`src/hdl/bed_pkg.sv`:
```
`default_nettype none

package bed_pkg;

    // Widths of the button masks and of the time base
    localparam int BTN_W  = 10;
    localparam int TIME_W = 32;

    // Configuration port
    localparam int CFG_IDX_W  = 3;
    localparam int CFG_DATA_W = 32;

    // Register indexes
    localparam logic [CFG_IDX_W-1:0] REG_PRESS_SUB   = 3'd0;
    localparam logic [CFG_IDX_W-1:0] REG_RELEASE_SUB = 3'd1;
    localparam logic [CFG_IDX_W-1:0] REG_HELD_SUB    = 3'd2;
    localparam logic [CFG_IDX_W-1:0] REG_REPEAT_SUB  = 3'd3;
    localparam logic [CFG_IDX_W-1:0] REG_DTAP_SUB    = 3'd4;
    localparam logic [CFG_IDX_W-1:0] REG_INTERVAL    = 3'd5;

    // 300 ms window after reset
    localparam logic [TIME_W-1:0] INTERVAL_RESET = 32'd300000;

    // Per-button controls from the top level to one lane
    typedef struct packed {
        logic adv;      // item in the input register moves to the result register
        logic level;    // button is down this tick
        logic down;     // button went down this tick
        logic rep_sub;  // auto-repeat enabled
        logic dtap_sub; // double-tap enabled
    } lane_ctl_t;

    // Per-button events back from a lane
    typedef struct packed {
        logic rep;
        logic dtap;
    } lane_ev_t;

endpackage

`default_nettype wire

```
`src/hdl/bed_if.sv`:
```
`default_nettype none

// Tick channel: button levels and time
interface bed_in_if import bed_pkg::*; ();
    logic              valid;
    logic              ready;
    logic [BTN_W-1:0]  buttons_now;
    logic [TIME_W-1:0] time_us;

    modport source (output valid, output buttons_now, output time_us, input ready);
    modport sink   (input valid, input buttons_now, input time_us, output ready);
endinterface

// Event channel: five event masks
interface bed_out_if import bed_pkg::*; ();
    logic             valid;
    logic             ready;
    logic [BTN_W-1:0] pressed_events;
    logic [BTN_W-1:0] released_events;
    logic [BTN_W-1:0] held_events;
    logic [BTN_W-1:0] repeat_events;
    logic [BTN_W-1:0] double_tap_events;

    modport source (output valid, output pressed_events, output released_events,
                    output held_events, output repeat_events,
                    output double_tap_events, input ready);
    modport sink   (input valid, input pressed_events, input released_events,
                    input held_events, input repeat_events,
                    input double_tap_events, output ready);
endinterface

`default_nettype wire

```
`src/hdl/bed_lane.sv`:
```
`default_nettype none

// One button: shared stamp, tap flag, repeat and double-tap decisions.
module bed_lane import bed_pkg::*;
(
    input  wire logic              clk,
    input  wire logic              rst_n,
    input  wire lane_ctl_t         ctl,
    input  wire logic [TIME_W-1:0] time_us,
    input  wire logic [TIME_W-1:0] interval_us,
    output lane_ev_t               ev
);

    logic [TIME_W-1:0] stamp_reg, stamp_next;
    logic              tap_reg, tap_next;
    logic [TIME_W-1:0] diff;
    logic [TIME_W-1:0] dtap_diff;
    logic              rep;
    logic              dtap_en;
    logic              dtap_hit;

    // Repeat restamps to now, so the double-tap check then sees a zero gap
    assign diff      = time_us - stamp_reg;
    assign rep       = ctl.rep_sub && ctl.level && (diff > interval_us);
    assign dtap_diff = rep ? '0 : diff;
    assign dtap_en   = ctl.dtap_sub && ctl.down;
    assign dtap_hit  = tap_reg && (dtap_diff < interval_us);

    assign ev.rep  = rep;
    assign ev.dtap = dtap_en && dtap_hit;

    always_comb
    begin
        stamp_next = stamp_reg;
        tap_next   = tap_reg;
        if (rep)
        begin
            stamp_next = time_us;
        end
        if (dtap_en)
        begin
            tap_next = !dtap_hit;
            if (!dtap_hit)
            begin
                stamp_next = time_us;
            end
        end
    end

    always_ff @(posedge clk or negedge rst_n)
    begin
        if (!rst_n)
        begin
            stamp_reg <= '0;
            tap_reg   <= 1'b0;
        end
        else if (ctl.adv)
        begin
            stamp_reg <= stamp_next;
            tap_reg   <= tap_next;
        end
    end

`ifndef ASSERT_OFF
    a_rep_restamps: assert property (@(posedge clk) disable iff (!rst_n)
        ctl.adv && ev.rep |=> stamp_reg == $past(time_us))
        else $error("repeat did not restamp");

    a_dtap_clears: assert property (@(posedge clk) disable iff (!rst_n)
        ctl.adv && ev.dtap |=> !tap_reg)
        else $error("double tap left tap flag set");

    a_dtap_needs_tap: assert property (@(posedge clk) disable iff (!rst_n)
        ev.dtap |-> tap_reg && ctl.down)
        else $error("double tap without first tap");
`endif

endmodule

`default_nettype wire

```
`src/hdl/button_event_detector_core.sv`:
```
`default_nettype none

// Button event detector: press / release / held / auto-repeat / double-tap masks.
// A transferred tick waits in the input register; its events go to the result
// register when free and stay until taken; buttons are handled in parallel lanes.
// Throughput: one tick per cycle while result.ready is high.
// Reset (rst_n, async, active low): subscriptions cleared, interval 300000 us,
// previous levels, stamps and tap flags cleared, both stages empty.
module button_event_detector_core import bed_pkg::*;
#(
    parameter int NUM_BUTTONS = 10
)
(
    input  wire logic                  clk,
    input  wire logic                  rst_n,
    bed_in_if.sink                     item,
    bed_out_if.source                  result,
    input  wire logic                  wr_en,
    input  wire logic [CFG_IDX_W-1:0]  wr_index,
    input  wire logic [CFG_DATA_W-1:0] wr_data
);

    // Buttons past the mask width never exist on the ports
    localparam int LANES = (NUM_BUTTONS < BTN_W) ? NUM_BUTTONS : BTN_W;
    localparam logic [BTN_W-1:0] LANE_MASK = {BTN_W{1'b1}} >> (BTN_W - LANES);

    // ---------------------------------------------------------------
    // Configuration registers
    // ---------------------------------------------------------------
    logic [BTN_W-1:0]  press_sub_reg;
    logic [BTN_W-1:0]  release_sub_reg;
    logic [BTN_W-1:0]  held_sub_reg;
    logic [BTN_W-1:0]  repeat_sub_reg;
    logic [BTN_W-1:0]  dtap_sub_reg;
    logic [TIME_W-1:0] interval_reg;

    always_ff @(posedge clk or negedge rst_n)
    begin
        if (!rst_n)
        begin
            press_sub_reg   <= '0;
            release_sub_reg <= '0;
            held_sub_reg    <= '0;
            repeat_sub_reg  <= '0;
            dtap_sub_reg    <= '0;
            interval_reg    <= INTERVAL_RESET;
        end
        else if (wr_en)
        begin
            case (wr_index)
                REG_PRESS_SUB:   press_sub_reg   <= wr_data[BTN_W-1:0];
                REG_RELEASE_SUB: release_sub_reg <= wr_data[BTN_W-1:0];
                REG_HELD_SUB:    held_sub_reg    <= wr_data[BTN_W-1:0];
                REG_REPEAT_SUB:  repeat_sub_reg  <= wr_data[BTN_W-1:0];
                REG_DTAP_SUB:    dtap_sub_reg    <= wr_data[BTN_W-1:0];
                REG_INTERVAL:    interval_reg    <= wr_data[TIME_W-1:0];
                default:         ; // unknown index: ignored
            endcase
        end
    end

    // ---------------------------------------------------------------
    // Input register
    // ---------------------------------------------------------------
    logic              s1_valid_reg;
    logic [BTN_W-1:0]  s1_now_reg;
    logic [TIME_W-1:0] s1_time_reg;
    logic              adv;      // input register moves into the result register
    logic              take;     // tick transfer on the input channel

    // Result register frees up when empty or when its transfer happens now
    assign adv        = s1_valid_reg && (!result.valid || result.ready);
    assign item.ready = !s1_valid_reg || adv;
    assign take       = item.valid && item.ready;

    always_ff @(posedge clk or negedge rst_n)
    begin
        if (!rst_n)
        begin
            s1_valid_reg <= 1'b0;
        end
        else if (take)
        begin
            s1_valid_reg <= 1'b1;
        end
        else if (adv)
        begin
            s1_valid_reg <= 1'b0;
        end
    end

    always_ff @(posedge clk)
    begin
        if (take)
        begin
            s1_now_reg  <= item.buttons_now & LANE_MASK;
            s1_time_reg <= item.time_us;
        end
    end

    // ---------------------------------------------------------------
    // Edge detection against the levels of the previous tick
    // ---------------------------------------------------------------
    logic [BTN_W-1:0] prev_reg;
    logic [BTN_W-1:0] down;
    logic [BTN_W-1:0] up;
    logic [BTN_W-1:0] rep_vec;
    logic [BTN_W-1:0] dtap_vec;

    assign down = s1_now_reg & ~prev_reg;
    assign up   = ~s1_now_reg & prev_reg;

    always_ff @(posedge clk or negedge rst_n)
    begin
        if (!rst_n)
        begin
            prev_reg <= '0;
        end
        else if (adv)
        begin
            prev_reg <= s1_now_reg;
        end
    end

    // ---------------------------------------------------------------
    // Per-button lanes (stamp and tap flag live there)
    // ---------------------------------------------------------------
    for (genvar i = 0; i < BTN_W; i++)
    begin : g_lane
        if (i < LANES)
        begin : g_used
            lane_ctl_t ctl;
            lane_ev_t  ev;

            assign ctl.adv      = adv;
            assign ctl.level    = s1_now_reg[i];
            assign ctl.down     = down[i];
            assign ctl.rep_sub  = repeat_sub_reg[i];
            assign ctl.dtap_sub = dtap_sub_reg[i];

            bed_lane u_lane (
                .clk         (clk),
                .rst_n       (rst_n),
                .ctl         (ctl),
                .time_us     (s1_time_reg),
                .interval_us (interval_reg),
                .ev          (ev)
            );

            assign rep_vec[i]  = ev.rep;
            assign dtap_vec[i] = ev.dtap;
        end
        else
        begin : g_none
            assign rep_vec[i]  = 1'b0;
            assign dtap_vec[i] = 1'b0;
        end
    end

    // ---------------------------------------------------------------
    // Result register
    // ---------------------------------------------------------------
    logic             out_valid_reg;
    logic [BTN_W-1:0] pressed_reg;
    logic [BTN_W-1:0] released_reg;
    logic [BTN_W-1:0] held_reg;
    logic [BTN_W-1:0] repeat_reg;
    logic [BTN_W-1:0] dtap_reg;

    always_ff @(posedge clk or negedge rst_n)
    begin
        if (!rst_n)
        begin
            out_valid_reg <= 1'b0;
        end
        else if (adv)
        begin
            out_valid_reg <= 1'b1;
        end
        else if (result.ready)
        begin
            out_valid_reg <= 1'b0;
        end
    end

    always_ff @(posedge clk)
    begin
        if (adv)
        begin
            pressed_reg  <= down & press_sub_reg;
            released_reg <= up & release_sub_reg;
            held_reg     <= s1_now_reg & held_sub_reg;
            repeat_reg   <= rep_vec;
            dtap_reg     <= dtap_vec;
        end
    end

    assign result.valid             = out_valid_reg;
    assign result.pressed_events    = pressed_reg;
    assign result.released_events   = released_reg;
    assign result.held_events       = held_reg;
    assign result.repeat_events     = repeat_reg;
    assign result.double_tap_events = dtap_reg;

`ifndef ASSERT_OFF
    a_drain: assert property (@(posedge clk) disable iff (!rst_n)
        result.valid && result.ready && !s1_valid_reg |=> !result.valid)
        else $error("result repeated after its transfer");

    a_rep_subscribed: assert property (@(posedge clk) disable iff (!rst_n)
        adv |-> (rep_vec & ~(repeat_sub_reg & s1_now_reg)) == '0)
        else $error("repeat on a button that is not held and subscribed");

    a_dtap_on_press: assert property (@(posedge clk) disable iff (!rst_n)
        adv |-> (dtap_vec & ~(dtap_sub_reg & down)) == '0)
        else $error("double tap without a subscribed press");
`endif

endmodule

`default_nettype wire

```
`src/flat_wrapper.sv`:
```
// flat-port wrapper written by rule: the top's interface ports become plain ports
module button_event_detector_core_flat import bed_pkg::*;
#(
    parameter int NUM_BUTTONS = 10
)
  (clk, rst_n, wr_en, wr_index, wr_data, item_valid, item_buttons_now, item_time_us, item_ready, result_valid, result_pressed_events, result_released_events, result_held_events, result_repeat_events, result_double_tap_events, result_ready);
  bed_in_if item_i ();
  bed_out_if result_i ();
  input  wire logic clk;
  input  wire logic rst_n;
  input  wire logic wr_en;
  input  wire logic [CFG_IDX_W-1:0] wr_index;
  input  wire logic [CFG_DATA_W-1:0] wr_data;
  input wire logic [$bits(item_i.valid)-1:0] item_valid;
  input wire logic [$bits(item_i.buttons_now)-1:0] item_buttons_now;
  input wire logic [$bits(item_i.time_us)-1:0] item_time_us;
  output wire logic [$bits(item_i.ready)-1:0] item_ready;
  output wire logic [$bits(result_i.valid)-1:0] result_valid;
  output wire logic [$bits(result_i.pressed_events)-1:0] result_pressed_events;
  output wire logic [$bits(result_i.released_events)-1:0] result_released_events;
  output wire logic [$bits(result_i.held_events)-1:0] result_held_events;
  output wire logic [$bits(result_i.repeat_events)-1:0] result_repeat_events;
  output wire logic [$bits(result_i.double_tap_events)-1:0] result_double_tap_events;
  input wire logic [$bits(result_i.ready)-1:0] result_ready;
  assign item_i.valid = item_valid;
  assign item_i.buttons_now = item_buttons_now;
  assign item_i.time_us = item_time_us;
  assign item_ready = item_i.ready;
  assign result_valid = result_i.valid;
  assign result_pressed_events = result_i.pressed_events;
  assign result_released_events = result_i.released_events;
  assign result_held_events = result_i.held_events;
  assign result_repeat_events = result_i.repeat_events;
  assign result_double_tap_events = result_i.double_tap_events;
  assign result_i.ready = result_ready;
  button_event_detector_core #(.NUM_BUTTONS(NUM_BUTTONS)) u_core (.clk(clk), .rst_n(rst_n), .item(item_i), .result(result_i), .wr_en(wr_en), .wr_index(wr_index), .wr_data(wr_data));
endmodule
```
`config.mk`:
```
export PLATFORM = sky130hd
export DESIGN_NAME = button_event_detector_core_flat
export DESIGN_NICKNAME = d
export VERILOG_FILES = /design/src/hdl/bed_pkg.sv /design/src/hdl/bed_if.sv /design/src/hdl/bed_lane.sv /design/src/hdl/button_event_detector_core.sv /design/src/flat_wrapper.sv
export SDC_FILE = /design/constraint.sdc
export NUM_CORES = 2
export LEC_CHECK = 0
export ABC_AREA = 1
export BUFFER_PORTS_ARGS = -buffer_cell sky130_fd_sc_hd__clkbuf_2
export CAP_MARGIN = 20
export CORE_ASPECT_RATIO = 1.4
export CORE_MARGIN = 2
export CORE_UTILIZATION = 40
export CTS_CLUSTER_DIAMETER = 60
export DETAILED_ROUTE_END_ITERATION = 16
export SLEW_MARGIN = 20
export SYNTH_ARGS = -nofsm -noshare
export SYNTH_HDL_FRONTEND = slang
export SYNTH_SLANG_ARGS = --single-unit
```
`constraint.sdc`:
```
create_clock -name clk -period 9.55 [get_ports clk]
set_input_delay 0.4775 -clock clk [delete_from_list [all_inputs] [get_ports clk]]
set_output_delay 0.4775 -clock clk [all_outputs]
set_load 0.1 [all_outputs]
```
Word-level counts from Yosys, hierarchy flattened
Cells that the tools add are included.
{"block": "word_totals", "register_bits": 516, "inputBits": 82}
{"block": "classes", "add_sub_neg": 10, "n_lt_le_gt_ge": 20, "eq_ne": 5, "mux": 44, "bitwise_logic": 7, "reduce_logical": 85}
{"op": "$mux 32", "count": 40}
{"op": "$gt 32x32->1", "count": 10}
{"op": "$lt 32x32->1", "count": 10}
{"op": "$sub 32x32->32", "count": 10}
{"op": "$logic_and 1x1->1", "count": 52}
{"op": "$and 10x10->10", "count": 5}
{"op": "$reduce_and 2->1", "count": 16}
{"op": "$not 10->10", "count": 2}
{"op": "$logic_not 1->1", "count": 12}
{"op": "$eq 3x2->1 const B", "count": 2}
{"op": "$eq 3x3->1 const B", "count": 2}
{"op": "$mux 1", "count": 4}
{"op": "$reduce_bool 2->1", "count": 2}
{"op": "$eq 3x1->1 const B", "count": 1}
{"op": "$logic_not 3->1", "count": 1}
{"op": "$logic_or 1x1->1", "count": 2}

Logic depth before layout (Yosys ltp)
{"block": "logic_depth", "depth_word": 8, "ltp_mapped": 49, "mapped_depth_nobuf": 45}

Modules after synthesis
From an unflattened synthesis, not the netlist that was laid out.
{"block": "unflattened", "cells_unflattened": 9539, "area_unflattened_um2": 62906.6}
{"mod": "bed_lane (u_core.g_lane[5].g_used.u_lane ...)", "instances": 4, "cells_per_inst": 905, "area_per_inst_um2": 5631.7, "seq_area_each_um2": 825.8}
{"mod": "bed_lane (u_core.g_lane[0].g_used.u_lane ...)", "instances": 2, "cells_per_inst": 892, "area_per_inst_um2": 5566.6, "seq_area_each_um2": 825.8}
{"mod": "button_event_detector_core", "instances": 1, "cells_per_inst": 580, "area_per_inst_um2": 6827.8, "seq_area_each_um2": 5124.9}
{"mod": "bed_lane (u_core.g_lane[9].g_used.u_lane)", "instances": 1, "cells_per_inst": 878, "area_per_inst_um2": 5731.7, "seq_area_each_um2": 825.8}
{"mod": "bed_lane (u_core.g_lane[2].g_used.u_lane)", "instances": 1, "cells_per_inst": 890, "area_per_inst_um2": 5587.9, "seq_area_each_um2": 825.8}
{"mod": "bed_lane (u_core.g_lane[4].g_used.u_lane)", "instances": 1, "cells_per_inst": 898, "area_per_inst_um2": 5557.8, "seq_area_each_um2": 825.8}
{"mod": "bed_lane (u_core.g_lane[1].g_used.u_lane)", "instances": 1, "cells_per_inst": 889, "area_per_inst_um2": 5541.6, "seq_area_each_um2": 825.8}

Worst setup path after synthesis
Ideal clock, no wire load.
{"block": "synth_timing", "path_type": "register -> register", "start": "register u_core.s1_time_reg[0]", "end": "register u_core.g_lane[8].g_used.u_lane.stamp_reg[15]", "setup_time_ns": 0.118, "arrival_ns": 6.257, "required_ns": 9.432, "slack_ns": 3.175, "stages_incl_launch_ff": 47, "n_path_buf": 4, "synth_period_minus_slack_ns": 6.375, "path_cell_list": "edfxtp_1 inv_1 clkbuf_1 ha_1 inv_1 fa_1 nand2_1 nand2_1 o21ai_1 o21ai_1 a21boi_1 inv_2 a21oi_1 o21ai_2 a21oi_2 o21ai_1 nand4_1 nand3_1 (+11 left out) inv_1 clkbuf_1 clkbuf_1 nor2_1 ha_1 a21oi_1 o21ai_0 nand3_1 nand2_1 nand2_1 a21oi_1 nor4_1 nand2_4 nand2_2 buf_4 nand2_1 nand3_1 nand2_1"}
{"block": "synth_via", "elab_chain_len": 8}
{"item": "from (decl)", "line": "button_event_detector_core.sv:67", "rtl": "logic [TIME_W-1:0] s1_time_reg;"}
{"item": "from (signal assigned)", "line": "button_event_detector_core.sv:97", "rtl": "s1_time_reg <= item.time_us;"}
{"item": "$sub 32x32->32 (*)", "line": "bed_lane.sv:23", "rtl": "assign diff = time_us - stamp_reg;"}
{"item": "$gt 32x32->1", "line": "bed_lane.sv:24", "rtl": "assign rep = ctl.rep_sub && ctl.level && (diff > interval_us);"}
{"item": "$logic_and 1x1->1", "line": "bed_lane.sv:24"}
{"item": "$mux 32", "line": "bed_lane.sv:25", "rtl": "assign dtap_diff = rep ? '0 : diff;"}
{"item": "$lt 32x32->1", "line": "bed_lane.sv:27", "rtl": "assign dtap_hit = tap_reg && (dtap_diff < interval_us);"}
{"item": "$logic_and 1x1->1", "line": "bed_lane.sv:27"}
{"item": "$mux 32", "line": "bed_lane.sv:43", "rtl": "if (!dtap_hit)"}
{"item": "$mux 32 (*)", "line": "bed_lane.sv:40", "rtl": "if (dtap_en)"}
{"item": "to (signal assigned)", "line": "bed_lane.sv:59", "rtl": "stamp_reg <= stamp_next;"}
{"item": "to (decl)", "line": "bed_lane.sv:14", "rtl": "logic [TIME_W-1:0] stamp_reg, stamp_next;"}
Mark *: on every way between the ends. The rest lies on a longest branch, timed or not.
A chain may end at the register's enable or synchronous reset.

Final worst setup path
{"block": "layout_timing", "start": "register u_core.s1_time_reg[0]", "end": "register u_core.g_lane[2].g_used.u_lane.stamp_reg[3]"}
{"block": "layout_via", "elab_chain_len": 8}
{"item": "$sub 32x32->32 (*)", "line": "bed_lane.sv:23"}
{"item": "$gt 32x32->1", "line": "bed_lane.sv:24"}
{"item": "$logic_and 1x1->1", "line": "bed_lane.sv:24"}
{"item": "$mux 32", "line": "bed_lane.sv:25"}
{"item": "$lt 32x32->1", "line": "bed_lane.sv:27"}
{"item": "$logic_and 1x1->1", "line": "bed_lane.sv:27"}
{"item": "$mux 32", "line": "bed_lane.sv:43"}
{"item": "$mux 32 (*)", "line": "bed_lane.sv:40"}
{"item": "to (signal assigned)", "line": "bed_lane.sv:59"}
{"item": "to (decl)", "line": "bed_lane.sv:14"}
Marked as above.

==> impl_metrics.env <==
export IMPL_status="finished clean"
export IMPL_antenna_found_initial=7
export IMPL_cts_root_buf="clkbuf_16"
export IMPL_maxCapViolations=0
export IMPL_slowest_delay_ns=0.89
export IMPL_grt_ovfl_total=0
export IMPL_io_pins=134
export IMPL_final_hold_violation_count=0
export IMPL_synth_area_leaders="ha_1 20%, dfrtp_1 18%, nand2_1 15%, inv_1 6.8%, nand3_1 6.7%"
export IMPL_r2r_slack_ns=0.85
export IMPL_fill_cells=15300
export IMPL_drive_above_1_share_pct=6.49
export IMPL_core_area_um2=146000
export IMPL_gp_congestion=0.975
export IMPL_power_mw=24.4
export IMPL_ant_nets=0
export IMPL_worstSetupEndpointType="flop"
export IMPL_hpwlAfterDp_um=166000
export IMPL_synth_cell_type_count=66
export IMPL_setup_viol=0
export IMPL_rows=166
export IMPL_critPathArrivalTime_ns=9.34
export IMPL_yosys_top_cells_count="2349 x nand2_1, 1069 x inv_1, 940 x ha_1"
export IMPL_slowest_stage="nor4_1"
export IMPL_synth_ff_type="dfrtp_1"
export IMPL_fmax_ghz=0.115
export IMPL_die_h_um=457
export IMPL_hp_class="input pin to flop"
export IMPL_avgSynthCellArea_um2=6.76
export IMPL_synth_top_area_share_pct=20.1
export IMPL_clkTransAtPathRegs_ns=0.06
export IMPL_cts_max_level=3
export IMPL_cts_setup_buffers=0
export IMPL_crit_buf_inv=5
export IMPL_synth_most_common_cell="nand2_1"
export IMPL_finalCritPeriodShare_pct=91.1
export IMPL_critPathLaunchType="flop"
export IMPL_dr_pass1_iters=8
export IMPL_yosysTopAreaCell="ha_1"
export IMPL_cellPowerDensity_nw_per_um2=378
export IMPL_ys_seq_area_share_pct=22.8
export IMPL_irDropWorstVdd_mv=0.176
export IMPL_largest_reg_flops=320
export IMPL_clkLatencyLatePin_ns=0.72
export IMPL_clock_path_buffers=3
export IMPL_grt_pass1_vias=57600
export IMPL_hold_depth=1
export IMPL_die_x_um=328
export IMPL_final_setup_tns_ns=0
export IMPL_rr_startpoint="u_core.s1_time_reg[0]$_DFFE_PP_"
export IMPL_synth_nets=9703
export IMPL_start_util_pct=40.2
export IMPL_grt_pass1_wl_um=351000
export IMPL_rsz0062_at_grt="false"
export IMPL_dieArea_um2=150000
export IMPL_nets=9795
export IMPL_grt_total_usage_pct=30.8
export IMPL_multiInputGateArea_um2=39500
export IMPL_cp_common_cell="nand2_1"
export IMPL_synth_warnings=0
export IMPL_syn_instance_count=8671
export IMPL_totalWireLength_um=235000
export IMPL_max_slew_margin_rel_pct=21.1
export IMPL_skew_ns=0.0445
export IMPL_crit_path_max_fanout=35
export IMPL_drt_wirelength_per_cell_um=21.8
export IMPL_required_ns=10.18
export IMPL_cts_sinks=516
export IMPL_vias=59900
export IMPL_drt_iter0_drc=5234
export IMPL_leakage_nw=35.2
export IMPL_synth_seq_cells=516
export IMPL_worst_pin_slew_ns=1.18
export IMPL_crit_family="simple AND/OR/NAND/NOR gates"
export IMPL_io_buffers=133
export IMPL_cts_tree="built"
export IMPL_fin_cells=10800
export IMPL_dpl_worst_slack_ns=0.982
export IMPL_path_class="flop to flop"
export IMPL_cts_buffers=75
export IMPL_grt_max_degree=149
export IMPL_area_delta_synth_final_pct=9.99
export IMPL_place_inst=10600
export IMPL_reg2reg_depth=37
export IMPL_timing_final_ws_setup_ns=0.846
export IMPL_viasPerCell=5.57
export IMPL_netlist_area_um2=58600
export IMPL_synth_edf_count=92
export IMPL_min_period_ns=8.70
export IMPL_regArea_um2=13400
export IMPL_ys_async_sr_fraction_pct=82.2
export IMPL_drc=0
export IMPL_r2r_end="u_core.g_lane[2].g_used.u_lane.stamp_reg[3]$_DFFE_PN0P_"
export IMPL_min_to="u_core.s1_time_reg[1]$_DFFE_PP_"
export IMPL_min_from="item_time_us[1]"
export IMPL_maxSlewViolCount=0
per-stage QoR:
step                      area (µm²)  hold slack, ns  utilization [%]
after global routing           64500          0.0361             44.2
after floorplan                58600           0.182                -
final                          64500          0.0231             44.2
after CTS                      64500        0.000817             44.2
after detailed placement       61300           0.465             42.0
after global placement         61300           0.459             42.0
cell families after synthesis:
group,after synthesis,share of synthesized area [%]
AOI/OAI and AO/OA,1472,14.1
adders and majority gates,950,20.4
DFF,516,22.8
buffers and inverters,1440,9.73
and+or+nand+nor,3998,28.5
xor gates and xnor gates,295,4.41
layer usage:
metal  GRT usage, %  wire [µm]  vias to the layer above
met5              0         38                        -
met4           19.4      16800                        6
met3           4.69      16700                      606
met2           51.0     108000                     2275
met1           37.2      93200                    28200
li1               -          -                    28800
final cells by class:
type	instances	share of cell area, %
clock inverters	52	0.856
well taps	1932	3.75
diodes	2	0.00776
multi-input cells	6715	61.3
clock buffers	87	3.09
inverters	1123	6.55
flip-flops and latches	516	20.8
repair buffers	332	3.64
worst max-delay path by stage:
stage	from	to	slack, ns	cells past startpoint
5_1_grt	u_core.s1_time_reg[0]$_DFFE_PP_	u_core.g_lane[2].g_used.u_lane.stamp_reg[3]$_DFFE_PN0P_	0.36	36
3_3_place_gp	u_core.s1_time_reg[0]$_DFFE_PP_	u_core.g_lane[2].g_used.u_lane.stamp_reg[13]$_DFFE_PN0P_	1.13	34
4_1_cts	u_core.s1_time_reg[0]$_DFFE_PP_	u_core.g_lane[2].g_used.u_lane.stamp_reg[2]$_DFFE_PN0P_	0.98	37
6_report	u_core.s1_time_reg[0]$_DFFE_PP_	u_core.g_lane[2].g_used.u_lane.stamp_reg[3]$_DFFE_PN0P_	0.85	37
3_5_place_dp	u_core.s1_time_reg[0]$_DFFE_PP_	u_core.g_lane[2].g_used.u_lane.stamp_reg[4]$_DFFE_PN0P_	0.98	37
2_1_floorplan	u_core.s1_time_reg[0]$_DFFE_PP_	u_core.g_lane[8].g_used.u_lane.stamp_reg[15]$_DFFE_PN0P_	3.18	46
report_power, final:
| part | internal, mW | switching, mW | leakage, nW | total [mW] |
|---|---|---|---|---|
| clock network | 1.67 | 1.28 | 1.24 | 2.96 |
| logic | 6.31 | 11.7 | 27.8 | 18.0 |
| registers | 2.98 | 0.424 | 6.24 | 3.40 |
| total | 11.0 | 13.4 | 35.2 | 24.4 |
what timing repair did:
item	CTS	global route
hold buffers	61	0
gates resized for setup	0	0
endpoints found under the setup margin	0	0
endpoints found under the hold margin	130	0
placed cells by master, fill, tap and decap left out, types with 53 or more instances in the layout:
cell type,synthesis,routed
buf_4,17,136
nor3_1,53,53
a21oi_1,589,589
clkbuf_16,0,77
a31oi_1,56,56
nand2_2,50,56
edfxtp_1,92,92
xor2_1,223,223
inv_1,1069,1067
o21ai_0,512,512
nand2_1,2349,2342
o21ai_1,67,67
nand3_1,785,785
xnor2_1,72,72
clkbuf_2,0,132
nand4_1,72,72
nor2_1,607,607
dlygate4sd3_1,0,61
dfrtp_1,416,416
ha_1,940,940
worst register-to-register path, delay by kind of cell, from the launching register on:
family,cells,cell delay [ns]
AND/OR/NAND/NOR,23,4.46
buffers and inverters,5,1.58
adder cells (fa/ha/maj),4,1.25
XOR/XNOR,1,0.13
flip-flops,1,0.36
AO/OA/AOI/OAI,4,0.86
No activity file was read; power rests on OpenSTA's default activity.
